File: config.mk
export PLATFORM = sky130hd
export DESIGN_NAME = lin_slave_frame_receiver
export DESIGN_NICKNAME = d
export VERILOG_FILES = /design/src/sv/linsfr_pkg.sv /design/src/sv/linsfr_cfg_regs.sv /design/src/sv/linsfr_in_reg.sv /design/src/sv/linsfr_frame_fsm.sv /design/src/sv/linsfr_out_reg.sv /design/src/sv/lin_slave_frame_receiver.sv
export SDC_FILE = /design/constraint.sdc
export NUM_CORES = 1
export LEC_CHECK = 0
export ABC_AREA = 1
export BUFFER_PORTS_ARGS = -buffer_cell sky130_fd_sc_hd__buf_2
export CORE_MARGIN = 5
export CORE_UTILIZATION = 55
export CTS_CLUSTER_SIZE = 14
export DETAILED_ROUTE_END_ITERATION = 8
export GPL_TIMING_DRIVEN = 0
export PLACE_DENSITY_LB_ADDON = 0.2
export SLEW_MARGIN = 20
export SYNTH_ARGS = -nofsm -noshare
export SYNTH_HDL_FRONTEND = slang
export SYNTH_SLANG_ARGS = --single-unit
File: constraint.sdc
create_clock -name clk -period 6 [get_ports clk]
set_input_delay 1.2 -clock clk [delete_from_list [all_inputs] [get_ports clk]]
set_output_delay 1.2 -clock clk [all_outputs]
set_load 0.05 [all_outputs]
File: src/sv/linsfr_pkg.sv
// Package for the LIN slave frame receiver: widths, protocol constants, status and
// phase codes, the shared item/result/configuration structs and the PID parity function.
// Depends on nothing; every other file of the block refers to it by scoped names.
package linsfr_pkg;

  localparam int unsigned DEF_MAX_DATA_BYTES = 8;
  localparam int unsigned BYTE_W             = 8;
  localparam int unsigned LEN_W              = 4;
  localparam int unsigned MASK_W             = 64;
  localparam int unsigned FRAME_W            = 64;
  localparam int unsigned CFG_IDX_W          = 3;
  localparam int unsigned CFG_DATA_W         = 64;
  localparam int unsigned ID_W               = 6;

  localparam logic [BYTE_W-1:0] BREAK_BYTE  = 8'h00;
  localparam logic [BYTE_W-1:0] SYNC_BYTE   = 8'h55;
  localparam logic [BYTE_W-1:0] TICK_SAT    = 8'hFF;
  localparam logic [BYTE_W-1:0] DEF_TIMEOUT = 8'd20;

  localparam logic KIND_BYTE = 1'b0;
  localparam logic KIND_TICK = 1'b1;

  typedef logic [CFG_IDX_W-1:0] cfg_idx_t;
  localparam cfg_idx_t CFG_TIMEOUT   = 3'd0;
  localparam cfg_idx_t CFG_RX_MASK   = 3'd1;
  localparam cfg_idx_t CFG_RESP_MASK = 3'd2;
  localparam cfg_idx_t CFG_LEN0_MASK = 3'd3;
  localparam cfg_idx_t CFG_LEN1_MASK = 3'd4;
  localparam cfg_idx_t CFG_LEN2_MASK = 3'd5;

  typedef enum logic [2:0] {
    ST_OK         = 3'd0,
    ST_RESPOND    = 3'd1,
    ST_BAD_BREAK  = 3'd2,
    ST_BAD_SYNC   = 3'd3,
    ST_PARITY     = 3'd4,
    ST_CHECKSUM   = 3'd5,
    ST_TIMEOUT    = 3'd6,
    ST_UNKNOWN_ID = 3'd7
  } status_t;

  typedef enum logic [2:0] {
    PH_IDLE = 3'd0,
    PH_SYNC = 3'd1,
    PH_PID  = 3'd2,
    PH_DATA = 3'd3,
    PH_CSUM = 3'd4
  } phase_t;

  typedef struct packed {
    logic              kind;
    logic [BYTE_W-1:0] rx_byte;
    logic              framing_error;
  } item_t;

  typedef struct packed {
    logic [BYTE_W-1:0] timeout_ticks;
    logic [MASK_W-1:0] rx_mask;
    logic [MASK_W-1:0] resp_mask;
    logic [MASK_W-1:0] len0_mask;
    logic [MASK_W-1:0] len1_mask;
    logic [MASK_W-1:0] len2_mask;
  } cfg_t;

  typedef struct packed {
    status_t            status;
    logic [BYTE_W-1:0]  protected_id;
    logic [LEN_W-1:0]   data_length;
    logic [FRAME_W-1:0] frame_data;
  } result_t;

  // P0 = ID0^ID1^ID2^ID4 and P1 = !(ID1^ID3^ID4^ID5) sit in bits 6 and 7.
  function automatic logic parity_ok(input logic [BYTE_W-1:0] pid);
    logic p0;
    logic p1;
    p0 = pid[0] ^ pid[1] ^ pid[2] ^ pid[4];
    p1 = ~(pid[1] ^ pid[3] ^ pid[4] ^ pid[5]);
    return (pid[6] == p0) && (pid[7] == p1);
  endfunction

endpackage

File: src/sv/linsfr_cfg_regs.sv
// Configuration register file of the LIN slave frame receiver.
// Depends on linsfr_pkg for the register indexes and the cfg_t struct.
module linsfr_cfg_regs (
  input  logic                               clk,
  input  logic                               rst_n,
  input  logic                               we_i,
  input  linsfr_pkg::cfg_idx_t               index_i,
  input  logic [linsfr_pkg::CFG_DATA_W-1:0]  wdata_i,
  output linsfr_pkg::cfg_t                   cfg_o
);

  linsfr_pkg::cfg_t cfg_r;
  linsfr_pkg::cfg_t cfg_nxt;

  always_comb begin
    cfg_nxt = cfg_r;
    if (we_i) begin
      unique case (index_i)
        linsfr_pkg::CFG_TIMEOUT:   cfg_nxt.timeout_ticks = wdata_i[linsfr_pkg::BYTE_W-1:0];
        linsfr_pkg::CFG_RX_MASK:   cfg_nxt.rx_mask       = wdata_i;
        linsfr_pkg::CFG_RESP_MASK: cfg_nxt.resp_mask     = wdata_i;
        linsfr_pkg::CFG_LEN0_MASK: cfg_nxt.len0_mask     = wdata_i;
        linsfr_pkg::CFG_LEN1_MASK: cfg_nxt.len1_mask     = wdata_i;
        linsfr_pkg::CFG_LEN2_MASK: cfg_nxt.len2_mask     = wdata_i;
        default:                   cfg_nxt = cfg_r;
      endcase
    end
  end

  always_ff @(posedge clk) begin
    if (!rst_n) begin
      cfg_r <= '{timeout_ticks: linsfr_pkg::DEF_TIMEOUT, rx_mask: '0, resp_mask: '0,
                 len0_mask: '0, len1_mask: '0, len2_mask: '0};
    end else begin
      cfg_r <= cfg_nxt;
    end
  end

  assign cfg_o = cfg_r;

endmodule

File: src/sv/linsfr_in_reg.sv
// Input register stage of the LIN slave frame receiver: captures one transaction and
// holds it until the frame logic takes it. Depends on linsfr_pkg for item_t.
module linsfr_in_reg (
  input  logic                clk,
  input  logic                rst_n,
  input  logic                in_valid_i,
  output logic                in_ready_o,
  input  linsfr_pkg::item_t   in_item_i,
  output logic                item_valid_o,
  output linsfr_pkg::item_t   item_o,
  input  logic                take_i
);

  logic              valid_r;
  logic              valid_nxt;
  linsfr_pkg::item_t item_r;

  // A held item that is taken this cycle frees the register for the next one.
  assign in_ready_o = !valid_r || take_i;
  assign valid_nxt  = (in_valid_i && in_ready_o) || (valid_r && !take_i);

  always_ff @(posedge clk) begin
    if (!rst_n) begin
      valid_r <= 1'b0;
    end else begin
      valid_r <= valid_nxt;
    end
  end

  always_ff @(posedge clk) begin
    if (in_valid_i && in_ready_o) begin
      item_r <= in_item_i;
    end
  end

  assign item_valid_o = valid_r;
  assign item_o       = item_r;

endmodule

File: src/sv/linsfr_frame_fsm.sv
// Frame state machine of the LIN slave frame receiver: break/sync/PID checks, data
// capture, classic checksum and timeout. Depends on linsfr_pkg.
module linsfr_frame_fsm #(
  parameter int unsigned MAX_DATA_BYTES = linsfr_pkg::DEF_MAX_DATA_BYTES
) (
  input  logic                clk,
  input  logic                rst_n,
  input  logic                item_valid_i,
  input  linsfr_pkg::item_t   item_i,
  input  linsfr_pkg::cfg_t    cfg_i,
  input  logic                res_room_i,
  output logic                take_o,
  output logic                res_valid_o,
  output linsfr_pkg::result_t res_o
);

  localparam int unsigned             BW      = linsfr_pkg::BYTE_W;
  localparam int unsigned             LW      = linsfr_pkg::LEN_W;
  localparam logic [LW-1:0]           MAX_LEN = LW'(MAX_DATA_BYTES);

  linsfr_pkg::phase_t phase_r, phase_nxt;
  logic [LW-1:0]      idx_r, idx_nxt;
  logic [BW-1:0]      id_r, id_nxt;
  logic [LW-1:0]      exp_len_r, exp_len_nxt;
  logic [MAX_DATA_BYTES-1:0][BW-1:0] store_r, store_nxt;
  logic [BW-1:0]      sum_r, sum_nxt;
  logic [BW-1:0]      tick_r, tick_nxt;

  logic                            go;
  logic                            finish;
  logic                            good;
  linsfr_pkg::status_t             status;
  logic [BW-1:0]                   id_rpt;
  logic [linsfr_pkg::ID_W-1:0]     fid;
  logic [LW-1:0]                   len_full;
  logic [LW-1:0]                   len_sat;
  logic [BW:0]                     sum9;
  logic [BW-1:0]                   sum_add;
  logic [BW-1:0]                   tick_inc;
  logic [LW-1:0]                   idx_inc;

  assign go     = item_valid_i && res_room_i;
  assign take_o = go;

  assign fid      = item_i.rx_byte[linsfr_pkg::ID_W-1:0];
  assign len_full = {1'b0, cfg_i.len2_mask[fid], cfg_i.len1_mask[fid], cfg_i.len0_mask[fid]}
                    + LW'(1);
  assign len_sat  = (len_full > MAX_LEN) ? MAX_LEN : len_full;
  // End-around carry: a carry out of bit 7 comes back in at bit 0.
  assign sum9     = {1'b0, sum_r} + {1'b0, item_i.rx_byte};
  assign sum_add  = sum9[BW-1:0] + BW'(sum9[BW]);
  assign tick_inc = (tick_r != linsfr_pkg::TICK_SAT) ? tick_r + BW'(1) : tick_r;
  assign idx_inc  = idx_r + LW'(1);

  always_comb begin
    phase_nxt   = phase_r;
    idx_nxt     = idx_r;
    id_nxt      = id_r;
    exp_len_nxt = exp_len_r;
    store_nxt   = store_r;
    sum_nxt     = sum_r;
    tick_nxt    = tick_r;
    finish      = 1'b0;
    good        = 1'b0;
    status      = linsfr_pkg::ST_OK;
    id_rpt      = id_r;

    if (go) begin
      if (item_i.kind == linsfr_pkg::KIND_TICK) begin
        if (phase_r != linsfr_pkg::PH_IDLE) begin
          tick_nxt = tick_inc;
          if (tick_inc >= cfg_i.timeout_ticks) begin
            finish = 1'b1;
            status = linsfr_pkg::ST_TIMEOUT;
          end
        end
      end else begin
        unique case (phase_r)
          linsfr_pkg::PH_IDLE: begin
            if (item_i.rx_byte == linsfr_pkg::BREAK_BYTE && item_i.framing_error) begin
              tick_nxt  = '0;
              phase_nxt = linsfr_pkg::PH_SYNC;
            end else begin
              finish = 1'b1;
              status = linsfr_pkg::ST_BAD_BREAK;
            end
          end
          linsfr_pkg::PH_SYNC: begin
            if (item_i.rx_byte == linsfr_pkg::SYNC_BYTE) begin
              phase_nxt = linsfr_pkg::PH_PID;
            end else begin
              finish = 1'b1;
              status = linsfr_pkg::ST_BAD_SYNC;
            end
          end
          linsfr_pkg::PH_PID: begin
            id_nxt = item_i.rx_byte;
            id_rpt = item_i.rx_byte;
            if (!linsfr_pkg::parity_ok(item_i.rx_byte)) begin
              finish = 1'b1;
              status = linsfr_pkg::ST_PARITY;
            end else if (cfg_i.rx_mask[fid]) begin
              // A receive id wins over a respond id.
              exp_len_nxt = len_sat;
              idx_nxt     = '0;
              sum_nxt     = '0;
              phase_nxt   = linsfr_pkg::PH_DATA;
            end else if (cfg_i.resp_mask[fid]) begin
              finish = 1'b1;
              status = linsfr_pkg::ST_RESPOND;
            end else begin
              finish = 1'b1;
              status = linsfr_pkg::ST_UNKNOWN_ID;
            end
          end
          linsfr_pkg::PH_DATA: begin
            for (int i = 0; i < MAX_DATA_BYTES; i++) begin
              if (idx_r == LW'(i)) begin
                store_nxt[i] = item_i.rx_byte;
              end
            end
            sum_nxt = sum_add;
            idx_nxt = idx_inc;
            if (idx_inc >= exp_len_r) begin
              phase_nxt = linsfr_pkg::PH_CSUM;
            end
          end
          linsfr_pkg::PH_CSUM: begin
            finish = 1'b1;
            if (item_i.rx_byte == ~sum_r) begin
              good   = 1'b1;
              status = linsfr_pkg::ST_OK;
            end else begin
              status = linsfr_pkg::ST_CHECKSUM;
            end
          end
          default: begin
            phase_nxt = linsfr_pkg::PH_IDLE;
          end
        endcase
      end

      // Every frame end returns the whole frame state to its reset value.
      if (finish) begin
        phase_nxt   = linsfr_pkg::PH_IDLE;
        idx_nxt     = '0;
        id_nxt      = '0;
        exp_len_nxt = '0;
        store_nxt   = '0;
        sum_nxt     = '0;
        tick_nxt    = '0;
      end
    end
  end

  always_ff @(posedge clk) begin
    if (!rst_n) begin
      phase_r <= linsfr_pkg::PH_IDLE;
    end else begin
      phase_r <= phase_nxt;
    end
  end

  always_ff @(posedge clk) begin
    if (!rst_n) begin
      idx_r     <= '0;
      id_r      <= '0;
      exp_len_r <= '0;
      store_r   <= '0;
      sum_r     <= '0;
      tick_r    <= '0;
    end else begin
      idx_r     <= idx_nxt;
      id_r      <= id_nxt;
      exp_len_r <= exp_len_nxt;
      store_r   <= store_nxt;
      sum_r     <= sum_nxt;
      tick_r    <= tick_nxt;
    end
  end

  assign res_valid_o        = go && finish;
  assign res_o.status       = status;
  assign res_o.protected_id = id_rpt;
  assign res_o.data_length  = good ? exp_len_r : '0;
  assign res_o.frame_data   = good ? linsfr_pkg::FRAME_W'(store_r) : '0;

endmodule

File: src/sv/linsfr_out_reg.sv
// Result register stage of the LIN slave frame receiver: holds one status transaction
// until the consumer takes it. Depends on linsfr_pkg for result_t.
module linsfr_out_reg (
  input  logic                clk,
  input  logic                rst_n,
  input  logic                res_valid_i,
  input  linsfr_pkg::result_t res_i,
  output logic                room_o,
  output logic                out_valid_o,
  input  logic                out_ready_i,
  output linsfr_pkg::result_t out_res_o
);

  logic                valid_r;
  logic                valid_nxt;
  linsfr_pkg::result_t res_r;

  assign room_o    = !valid_r || out_ready_i;
  assign valid_nxt = (res_valid_i && room_o) || (valid_r && !out_ready_i);

  always_ff @(posedge clk) begin
    if (!rst_n) begin
      valid_r <= 1'b0;
    end else begin
      valid_r <= valid_nxt;
    end
  end

  always_ff @(posedge clk) begin
    if (res_valid_i && room_o) begin
      res_r <= res_i;
    end
  end

  assign out_valid_o = valid_r;
  assign out_res_o   = res_r;

endmodule

File: src/sv/lin_slave_frame_receiver.sv
// LIN slave frame receiver, top level: input register, frame state machine, result
// register and configuration registers. Depends on linsfr_pkg and the linsfr_* modules.
//
// The block watches a stream of LIN bus transactions, each either a byte from the UART
// (with its framing error flag) or a timer tick, and reports one status transaction per
// frame. A frame must open with a break (0x00 with a framing error), then the sync byte
// 0x55, then a protected id whose P0/P1 parity bits are checked. The low six id bits
// select a bit in each mask register: a receive id takes 1 to MAX_DATA_BYTES data bytes
// (length minus one from the three length masks, saturated) followed by a classic
// checksum, the inverted end-around-carry sum of the data; a respond id ends the frame
// at once with status "respond"; an id in neither mask reports "unknown id". A receive
// id takes priority when both masks are set. Ticks are counted only inside a frame and
// the frame times out once the count reaches timeout_ticks. Every status transaction
// returns the block to idle; a byte that arrives in idle and is not a break reports
// "bad break". Data length and frame data are zero unless the status is ok.
// Throughput is one transaction per clock while the result register has room: a
// transaction is captured in the input register when it is accepted, then handled by
// the frame state machine, whose result is registered in the result register, from
// which the status of the frame is presented. While a status waits in the result
// register and the consumer is not ready, the frame logic takes nothing, so the input
// side accepts at most the one transaction that fills the input register and then
// stalls until the status is taken.
// Configuration must be written while no frame transaction is in flight.
module lin_slave_frame_receiver #(
  parameter int unsigned MAX_DATA_BYTES = linsfr_pkg::DEF_MAX_DATA_BYTES
) (
  input  logic                               clk,
  input  logic                               rst_n,
  input  logic                               in_valid,
  output logic                               in_ready,
  input  logic                               in_kind,
  input  logic [linsfr_pkg::BYTE_W-1:0]      in_rx_byte,
  input  logic                               in_framing_error,
  output logic                               out_valid,
  input  logic                               out_ready,
  output logic [2:0]                         out_status,
  output logic [linsfr_pkg::BYTE_W-1:0]      out_protected_id,
  output logic [linsfr_pkg::LEN_W-1:0]       out_data_length,
  output logic [linsfr_pkg::FRAME_W-1:0]     out_frame_data,
  input  logic                               cfg_we,
  input  logic [linsfr_pkg::CFG_IDX_W-1:0]   cfg_index,
  input  logic [linsfr_pkg::CFG_DATA_W-1:0]  cfg_wdata
);

  linsfr_pkg::item_t   in_item;
  linsfr_pkg::item_t   item;
  logic                item_valid;
  logic                take;
  linsfr_pkg::cfg_t    cfg;
  logic                res_valid;
  linsfr_pkg::result_t res;
  logic                res_room;
  linsfr_pkg::result_t out_res;

  assign in_item.kind          = in_kind;
  assign in_item.rx_byte       = in_rx_byte;
  assign in_item.framing_error = in_framing_error;

  linsfr_cfg_regs u_cfg (
    .clk     (clk),
    .rst_n   (rst_n),
    .we_i    (cfg_we),
    .index_i (cfg_index),
    .wdata_i (cfg_wdata),
    .cfg_o   (cfg)
  );

  linsfr_in_reg u_in (
    .clk          (clk),
    .rst_n        (rst_n),
    .in_valid_i   (in_valid),
    .in_ready_o   (in_ready),
    .in_item_i    (in_item),
    .item_valid_o (item_valid),
    .item_o       (item),
    .take_i       (take)
  );

  linsfr_frame_fsm #(
    .MAX_DATA_BYTES (MAX_DATA_BYTES)
  ) u_fsm (
    .clk          (clk),
    .rst_n        (rst_n),
    .item_valid_i (item_valid),
    .item_i       (item),
    .cfg_i        (cfg),
    .res_room_i   (res_room),
    .take_o       (take),
    .res_valid_o  (res_valid),
    .res_o        (res)
  );

  linsfr_out_reg u_out (
    .clk         (clk),
    .rst_n       (rst_n),
    .res_valid_i (res_valid),
    .res_i       (res),
    .room_o      (res_room),
    .out_valid_o (out_valid),
    .out_ready_i (out_ready),
    .out_res_o   (out_res)
  );

  assign out_status       = out_res.status;
  assign out_protected_id = out_res.protected_id;
  assign out_data_length  = out_res.data_length;
  assign out_frame_data   = out_res.frame_data;

endmodule

# Word-level counts from Yosys, hierarchy flattened
# Cells that the tools add are included.
# op_classes
n_reduce_logical	54
magnitude_cmp	4
n_div	0
bitwise_logic	8
mul	0
muxes	79
add_sub_neg	5
shift	0
n_eq_ne	29
# op_table
op	n
64-bit two-way mux	3
8-bit two-way mux	22
3-bit two-way mux	14
4-bit two-way mux	10
4-bit AND reduction	9
1-bit binary-select mux with 6-bit select	5
2-bit nonzero test	12
1-bit two-way mux	18
3-bit by 1-bit != test with 1-bit output (second input constant)	6
4-bit by 3-bit == test with 1-bit output (second input constant)	4
8-bit case mux with 2 select lines	1
3-bit case mux with 5 select lines	1
3-bit by 2-bit == test with 1-bit output (second input constant)	4
3-bit case mux with 4 select lines	1
2-bit AND reduction	6
3-bit nonzero test	4
5-bit AND reduction	2
8-bit by 8-bit adder with 9-bit output	1
3-bit == test (second input constant)	3
8-bit by 1-bit adder with 8-bit output	1
8-bit by 1-bit adder with 8-bit output (second input constant)	1
4-bit by 2-bit == test with 1-bit output (second input constant)	2
8-bit by 7-bit == test with 1-bit output (second input constant)	1
8-bit == test	1
24 further kinds	47
# totals
inputBits	82
mem_bits_ro	0
out_inout_bits	81
latchBits	0
ff_bits	518
memories	0
ramBits	0
word_cells	208

# Depth between registers and ports, before layout
# depth
word_depth	14
ltp_mapped	22
mapped_depth_nobuf	21

# By module
# A second synthesis with hierarchy kept.
# hier_totals
cells_unflattened	3643
area_unflattened_um2	25106.6
# modules_own_cells
mod	seq_area_each_um2	cells_each	area_per_inst_um2	n_inst
linsfr_cfg_regs	6566.3	1859	12908.6	1
linsfr_frame_fsm	1981.9	1681	9422.8	1
linsfr_out_reg	2392.3	86	2423.6	1
linsfr_in_reg	320.3	17	351.6	1

# Worst setup path before layout
# OpenSTA, ideal clock, no wires.
# synth_path
path_type	reg-to-reg
start	reg u_fsm.tick_r[0]
end	reg u_out.res_r, in the netlist u_out.out_res_o[0] (enable)
path_buffers	1
synth_period_minus_slack_ps	4677
required_ps	5567
stages_incl_launch_ff	20
t_arrival_ps	4244
setup_slack_ps	1323
setup_time_ps	433
cell_sequence	dfxtp_1 -> ha_1 -> nand3_1 -> nor2_1 -> inv_1 -> nor3_1 -> nand2_1 -> inv_1 -> nor2_1 -> xor2_1 -> ha_1 -> nand2_1 -> o21ai_0 -> nand2_1 -> o2111ai_1 -> nand3_2 -> nand2_8 -> nand2_4 -> buf_6 -> inv_1
# synth_via
elab_chain_len	10
word_cells_on_any_way	11
cone_classes	add/sub (1); order compare (1); eq/ne (1); mux (6); reduce/logical (2)
# synth_rtl
item	line	source
start, declared	linsfr_frame_fsm.sv:27	logic [BW-1:0] tick_r, tick_nxt;
start signal, assigned	linsfr_frame_fsm.sv:178	tick_r <= tick_nxt;
8-bit by 1-bit adder with 8-bit output or 8-bit != test (tied branches)	linsfr_frame_fsm.sv:52	assign tick_inc = (tick_r != linsfr_pkg::TICK_SAT) ? tick_r + BW'(1) : tick_r;
8-bit two-way mux (*)	linsfr_frame_fsm.sv:52	
8-bit >= comparator (*)	linsfr_frame_fsm.sv:72	if (tick_inc >= cfg_i.timeout_ticks) begin
1-bit two-way mux (*)	linsfr_frame_fsm.sv:72	
1-bit two-way mux (*)	linsfr_frame_fsm.sv:70	if (phase_r != linsfr_pkg::PH_IDLE) begin
1-bit two-way mux (*)	linsfr_frame_fsm.sv:69	if (item_i.kind == linsfr_pkg::KIND_TICK) begin
1-bit two-way mux (*) (2 in a row)	linsfr_frame_fsm.sv:68	if (go) begin
1-bit logical AND (*)	linsfr_frame_fsm.sv:182	assign res_valid_o = go && finish;
1-bit logical AND (*)	linsfr_out_reg.sv:30	if (res_valid_i && room_o) begin
end signal, assigned	linsfr_out_reg.sv:31	res_r <= res_i;
end, declared	linsfr_out_reg.sv:16	linsfr_pkg::result_t res_r;
# Mark *: on every way between the ends. The rest lies on a longest branch, timed or not. The select of a mux whose other input is x is not followed.
# A chain may end at the register's enable or synchronous reset.

# Final worst setup path
# layout_path
start	reg u_fsm.tick_r[0]
end	reg u_fsm.sum_r[6]
# layout_via
elab_chain_len	9
word_cells_on_any_way	14
cone_classes	add/sub (1); order compare (1); eq/ne (4); mux (6); reduce/logical (2)
# layout_rtl
item	line	source
8-bit by 1-bit adder with 8-bit output or 8-bit != test (tied branches)	linsfr_frame_fsm.sv:52	
8-bit two-way mux (*)	linsfr_frame_fsm.sv:52	
8-bit >= comparator (*)	linsfr_frame_fsm.sv:72	
1-bit two-way mux (*)	linsfr_frame_fsm.sv:72	
1-bit two-way mux (*)	linsfr_frame_fsm.sv:70	
1-bit two-way mux (*)	linsfr_frame_fsm.sv:69	
1-bit two-way mux (*)	linsfr_frame_fsm.sv:68	
3-bit by 1-bit != test with 1-bit output (no source line) (tied with other cells)	n/a	
5-bit AND reduction (no source line)	n/a	
end signal, assigned	linsfr_frame_fsm.sv:177	sum_r <= sum_nxt;
end, declared	linsfr_frame_fsm.sv:26	logic [BW-1:0] sum_r, sum_nxt;
# Marked as above.

==> metrics.cfg <==
[finish]
drive_gt1_frac = 0.1016
fin_cells = 3874
utilization = 0.6389
syn_to_final_growth_pct = 14.34
fill_cells = 3654
nets = 3409

[power]
power_frac_clock = 0.427
p_comb_frac = 0.109
switching_share = 0.2688
leakagePower_nw = 10.29
ir_worst_vdd_v = 0.0002266
p_per_area_nw_per_um2 = 302.1
p_switching_mw = 2.133
pwr-share-seq = 0.464
power_mw = 7.934
power.internal_mw = 5.801

[critical_path]
required_ps = 6550
r2r_cells = 22
reg2reg_to = u_fsm.sum_r[6]$_SDFFE_PN0P_
critPathCaptureType = flip-flop
r2r-start = u_fsm.tick_r[0]$_SDFFE_PN0P_
path_max_fanout = 10
startpoint_type = flip-flop
crit_type = flip-flop to flip-flop
ff2ff_setup_slack_ps = 1150
arrival_ps = 5390

[detailed_routing]
drt-wirelength-per-cell_um = 20.88
drt_wl_total_um = 80890
viasPerCell = 5.849
first_iter_violations = 2809
drc = 0
num_vias = 22660
detail-route-antenna-nets = 0
drt-pass1-iter-count = 6

[synthesis]
synth_edf_count = 89
synthArstFlopShare = 0
synthDistinctLibCells = 49
synth-seq-cells = 518
yosys_warnings = 0
synthCells = 3079
synth_top_area_frac = 0.3739
syn_area_um2 = 22970
synthTopCellsByCount = 692 x nor2_1, 477 x o21ai_0, 429 x dfxtp_1
ys_seq_area_frac = 0.4902
ys_top_cells_by_area = dfxtp_1 37%, edfxtp_1 12%, nor2_1 11%, o21ai_0 10%, a21oi_1 5.6%
syn_avg_cell_area_um2 = 7.460
synth_area_leader_cell = dfxtp_1
yosysMostFrequentCell = nor2_1
synth_nets = 3192
synth_ff_type = dfxtp_1

[sta]
rsz0062_at_grt = no
tns_ps = 0
setup_viol = 0
period_needed_ps = 4846
finClkSkew_ps = 26.98
layout_setup_ws_ps = 1154
fmaxAchievable_mhz = 206.4
finalHoldViolations = 0
slew_violations = 0
tightest_slew_ps = 1272
slew_headroom = 0.1523
period_share = 0.8077

[global_routing]
grt_pass1_vias = 21210
grt_use_total = 0.3364
antenna_found_initial = 2
grt_max_degree = 66
grt_overflow = 0
grt_pass1_wl_um = 121800

[floorplan]
ioPinCount = 163
coreArea_um2 = 41110
dieArea_um2 = 45950
fp-row-count = 74
initial_core_util = 0.5588
die_y_um = 214.4
die_w_um = 214.4

[clock_network]
clock_latency_ps = 630
numCtsBuffers = 51
clockBufferDepth = 3
holdBufCountCts = 0
htree_levels = 2
clock-sinks = 518
cts_root_buf = clkbuf_16
post_cts_buffers = 0
cts_tree = built
cts_resized = 0
clk_pin_slew_ps = 70

[hold_path]
hold_depth = 2
min_path_type = flip-flop to flip-flop
holdPathEnd = u_cfg.cfg_o[152]$_SDFFE_PN0P_
min-delay-start = u_cfg.cfg_o[152]$_SDFFE_PN0P_

[place]
place_congestion = 0.9772
portBuffers = 162
dp_worst_setup_slack_ps = 1224
dp.final_hpwl_um = 56700
placed_cells = 3774

[flow_run]
maxCapViolations = 0

[outcome]
status = finished, final reports clean

[cell families (layout without fill, tap and decap cells)]
family                   after synthesis  in the layout  synth area share
buffers and inverters                487            746           0.08579
XOR/XNOR                              21             21          0.008007
multiplexers                           1              1         0.0004358
flip-flops                           518            518            0.4902
adder cells (fa/ha/maj)               31             31           0.01721
AND/OR/NAND/NOR                     1214           1214            0.2170
other                                  0              4                 0
AO/OA/AOI/OAI                        807            807            0.1813
[layout make-up]
class	count	area, um2	share of cell area
antenna	4	10.01	0.0003811
buffer	199	888.4	0.03382
clock buffer	65	1419	0.05402
clock inverter	30	342.8	0.01305
inverter	288	1086	0.04135
multi-input combinational	2074	9739	0.3708
sequential	518	11260	0.4287
tap	532	665.6	0.02534
timing repair buffer	164	853.3	0.03249
[how the worst max path moves through the flow]
stage / startpoint / to / slack [ps] / cells past startpoint
floorplan: u_fsm.tick_r[0]$_SDFFE_PN0P_ / u_out.out_res_o[0]$_SDFFCE_PN0P_ / 1320 / 19
detailed placement: u_in.item_o[2]$_DFFE_PP_ / u_out.out_res_o[58]$_SDFFCE_PN0P_ / 1220 / 18
finish: u_fsm.tick_r[0]$_SDFFE_PN0P_ / u_fsm.sum_r[6]$_SDFFE_PN0P_ / 1150 / 22
global placement: u_in.item_o[2]$_DFFE_PP_ / u_out.out_res_o[58]$_SDFFCE_PN0P_ / -350 / 17
CTS: u_in.item_o[2]$_DFFE_PP_ / u_out.out_res_o[58]$_SDFFCE_PN0P_ / 1210 / 18
global route: u_fsm.tick_r[0]$_SDFFE_PN0P_ / u_fsm.sum_r[4]$_SDFFE_PN0P_ / 790 / 22
[sequential cells by signal, summed over array words and instances, names as in the netlist]
signal             cells
u_cfg.cfg_o          328
u_out.out_res_o       79
u_fsm.store_r         64
u_in.item_o           10
u_fsm.id_r             8
u_fsm.sum_r            8
u_fsm.tick_r           8
u_fsm.exp_len_r        4
u_fsm.idx_r            4
u_fsm.phase_r          3
u_in.item_valid_o      1
u_out.out_valid_o      1
[worst max-delay path, cell delays in order, from the launching register on]
cell	delay, ps
dfxtp_1	410
ha_1	190
nand3_1	130
nor2_1	110
inv_1	70
nor3_1	190
nand2_1	190
inv_1	110
nor2_1	50
xor2_1	250
ha_1	310
a21oi_1	150
o21ai_0	110
nand2_1	80
o2111ai_1	340
nand3_2	420
inv_1	100
nor2_1	740
nor2_1	180
clkbuf_1	290
nand3_1	160
nand2_1	60
nor2_1	110
[power by group through the flow]
stage               clock network (mW)  registers (mW)  logic, mW
floorplan                            0            3.80      0.449
global placement                     0            3.76      0.809
detailed placement                   0            3.76      0.825
CTS                               3.39            3.68      0.830
global route                      3.54            3.69      0.915
finish                            3.39            3.68      0.864
[per-layer routing]
| metal | GRT usage | routed length, um |
|---|---|---|
| met1 | 0.4180 | 30140 |
| met4 | 0.1881 | 5328 |
| met3 | 0.08273 | 9524 |
| met2 | 0.5393 | 35860 |
| met5 | 0 | 26 |
[stage by stage]
step	instance area, um2	hold slack, ps
after global placement	24450	428.7
after global routing	26260	458.8
after floorplan	22970	420.5
after CTS	26240	442.6
after detailed placement	24480	433.7
final	26270	443.0
[cells in the final DEF, fill, tap and decap left out, drive strengths merged, types with 18 or more instances in the layout]
| cell type | n |
|---|---|
| o22ai | 28 |
| buf | 217 |
| dfxtp | 429 |
| clkinv | 19 |
| o21ai | 486 |
| a21oi | 260 |
| nand2 | 299 |
| nor2 | 704 |
| ha | 30 |
| clkbuf | 211 |
| edfxtp | 89 |
| inv | 289 |
| nand3 | 167 |
| o211ai | 23 |
| nor3 | 18 |
(Power assumes the default switching activity.)
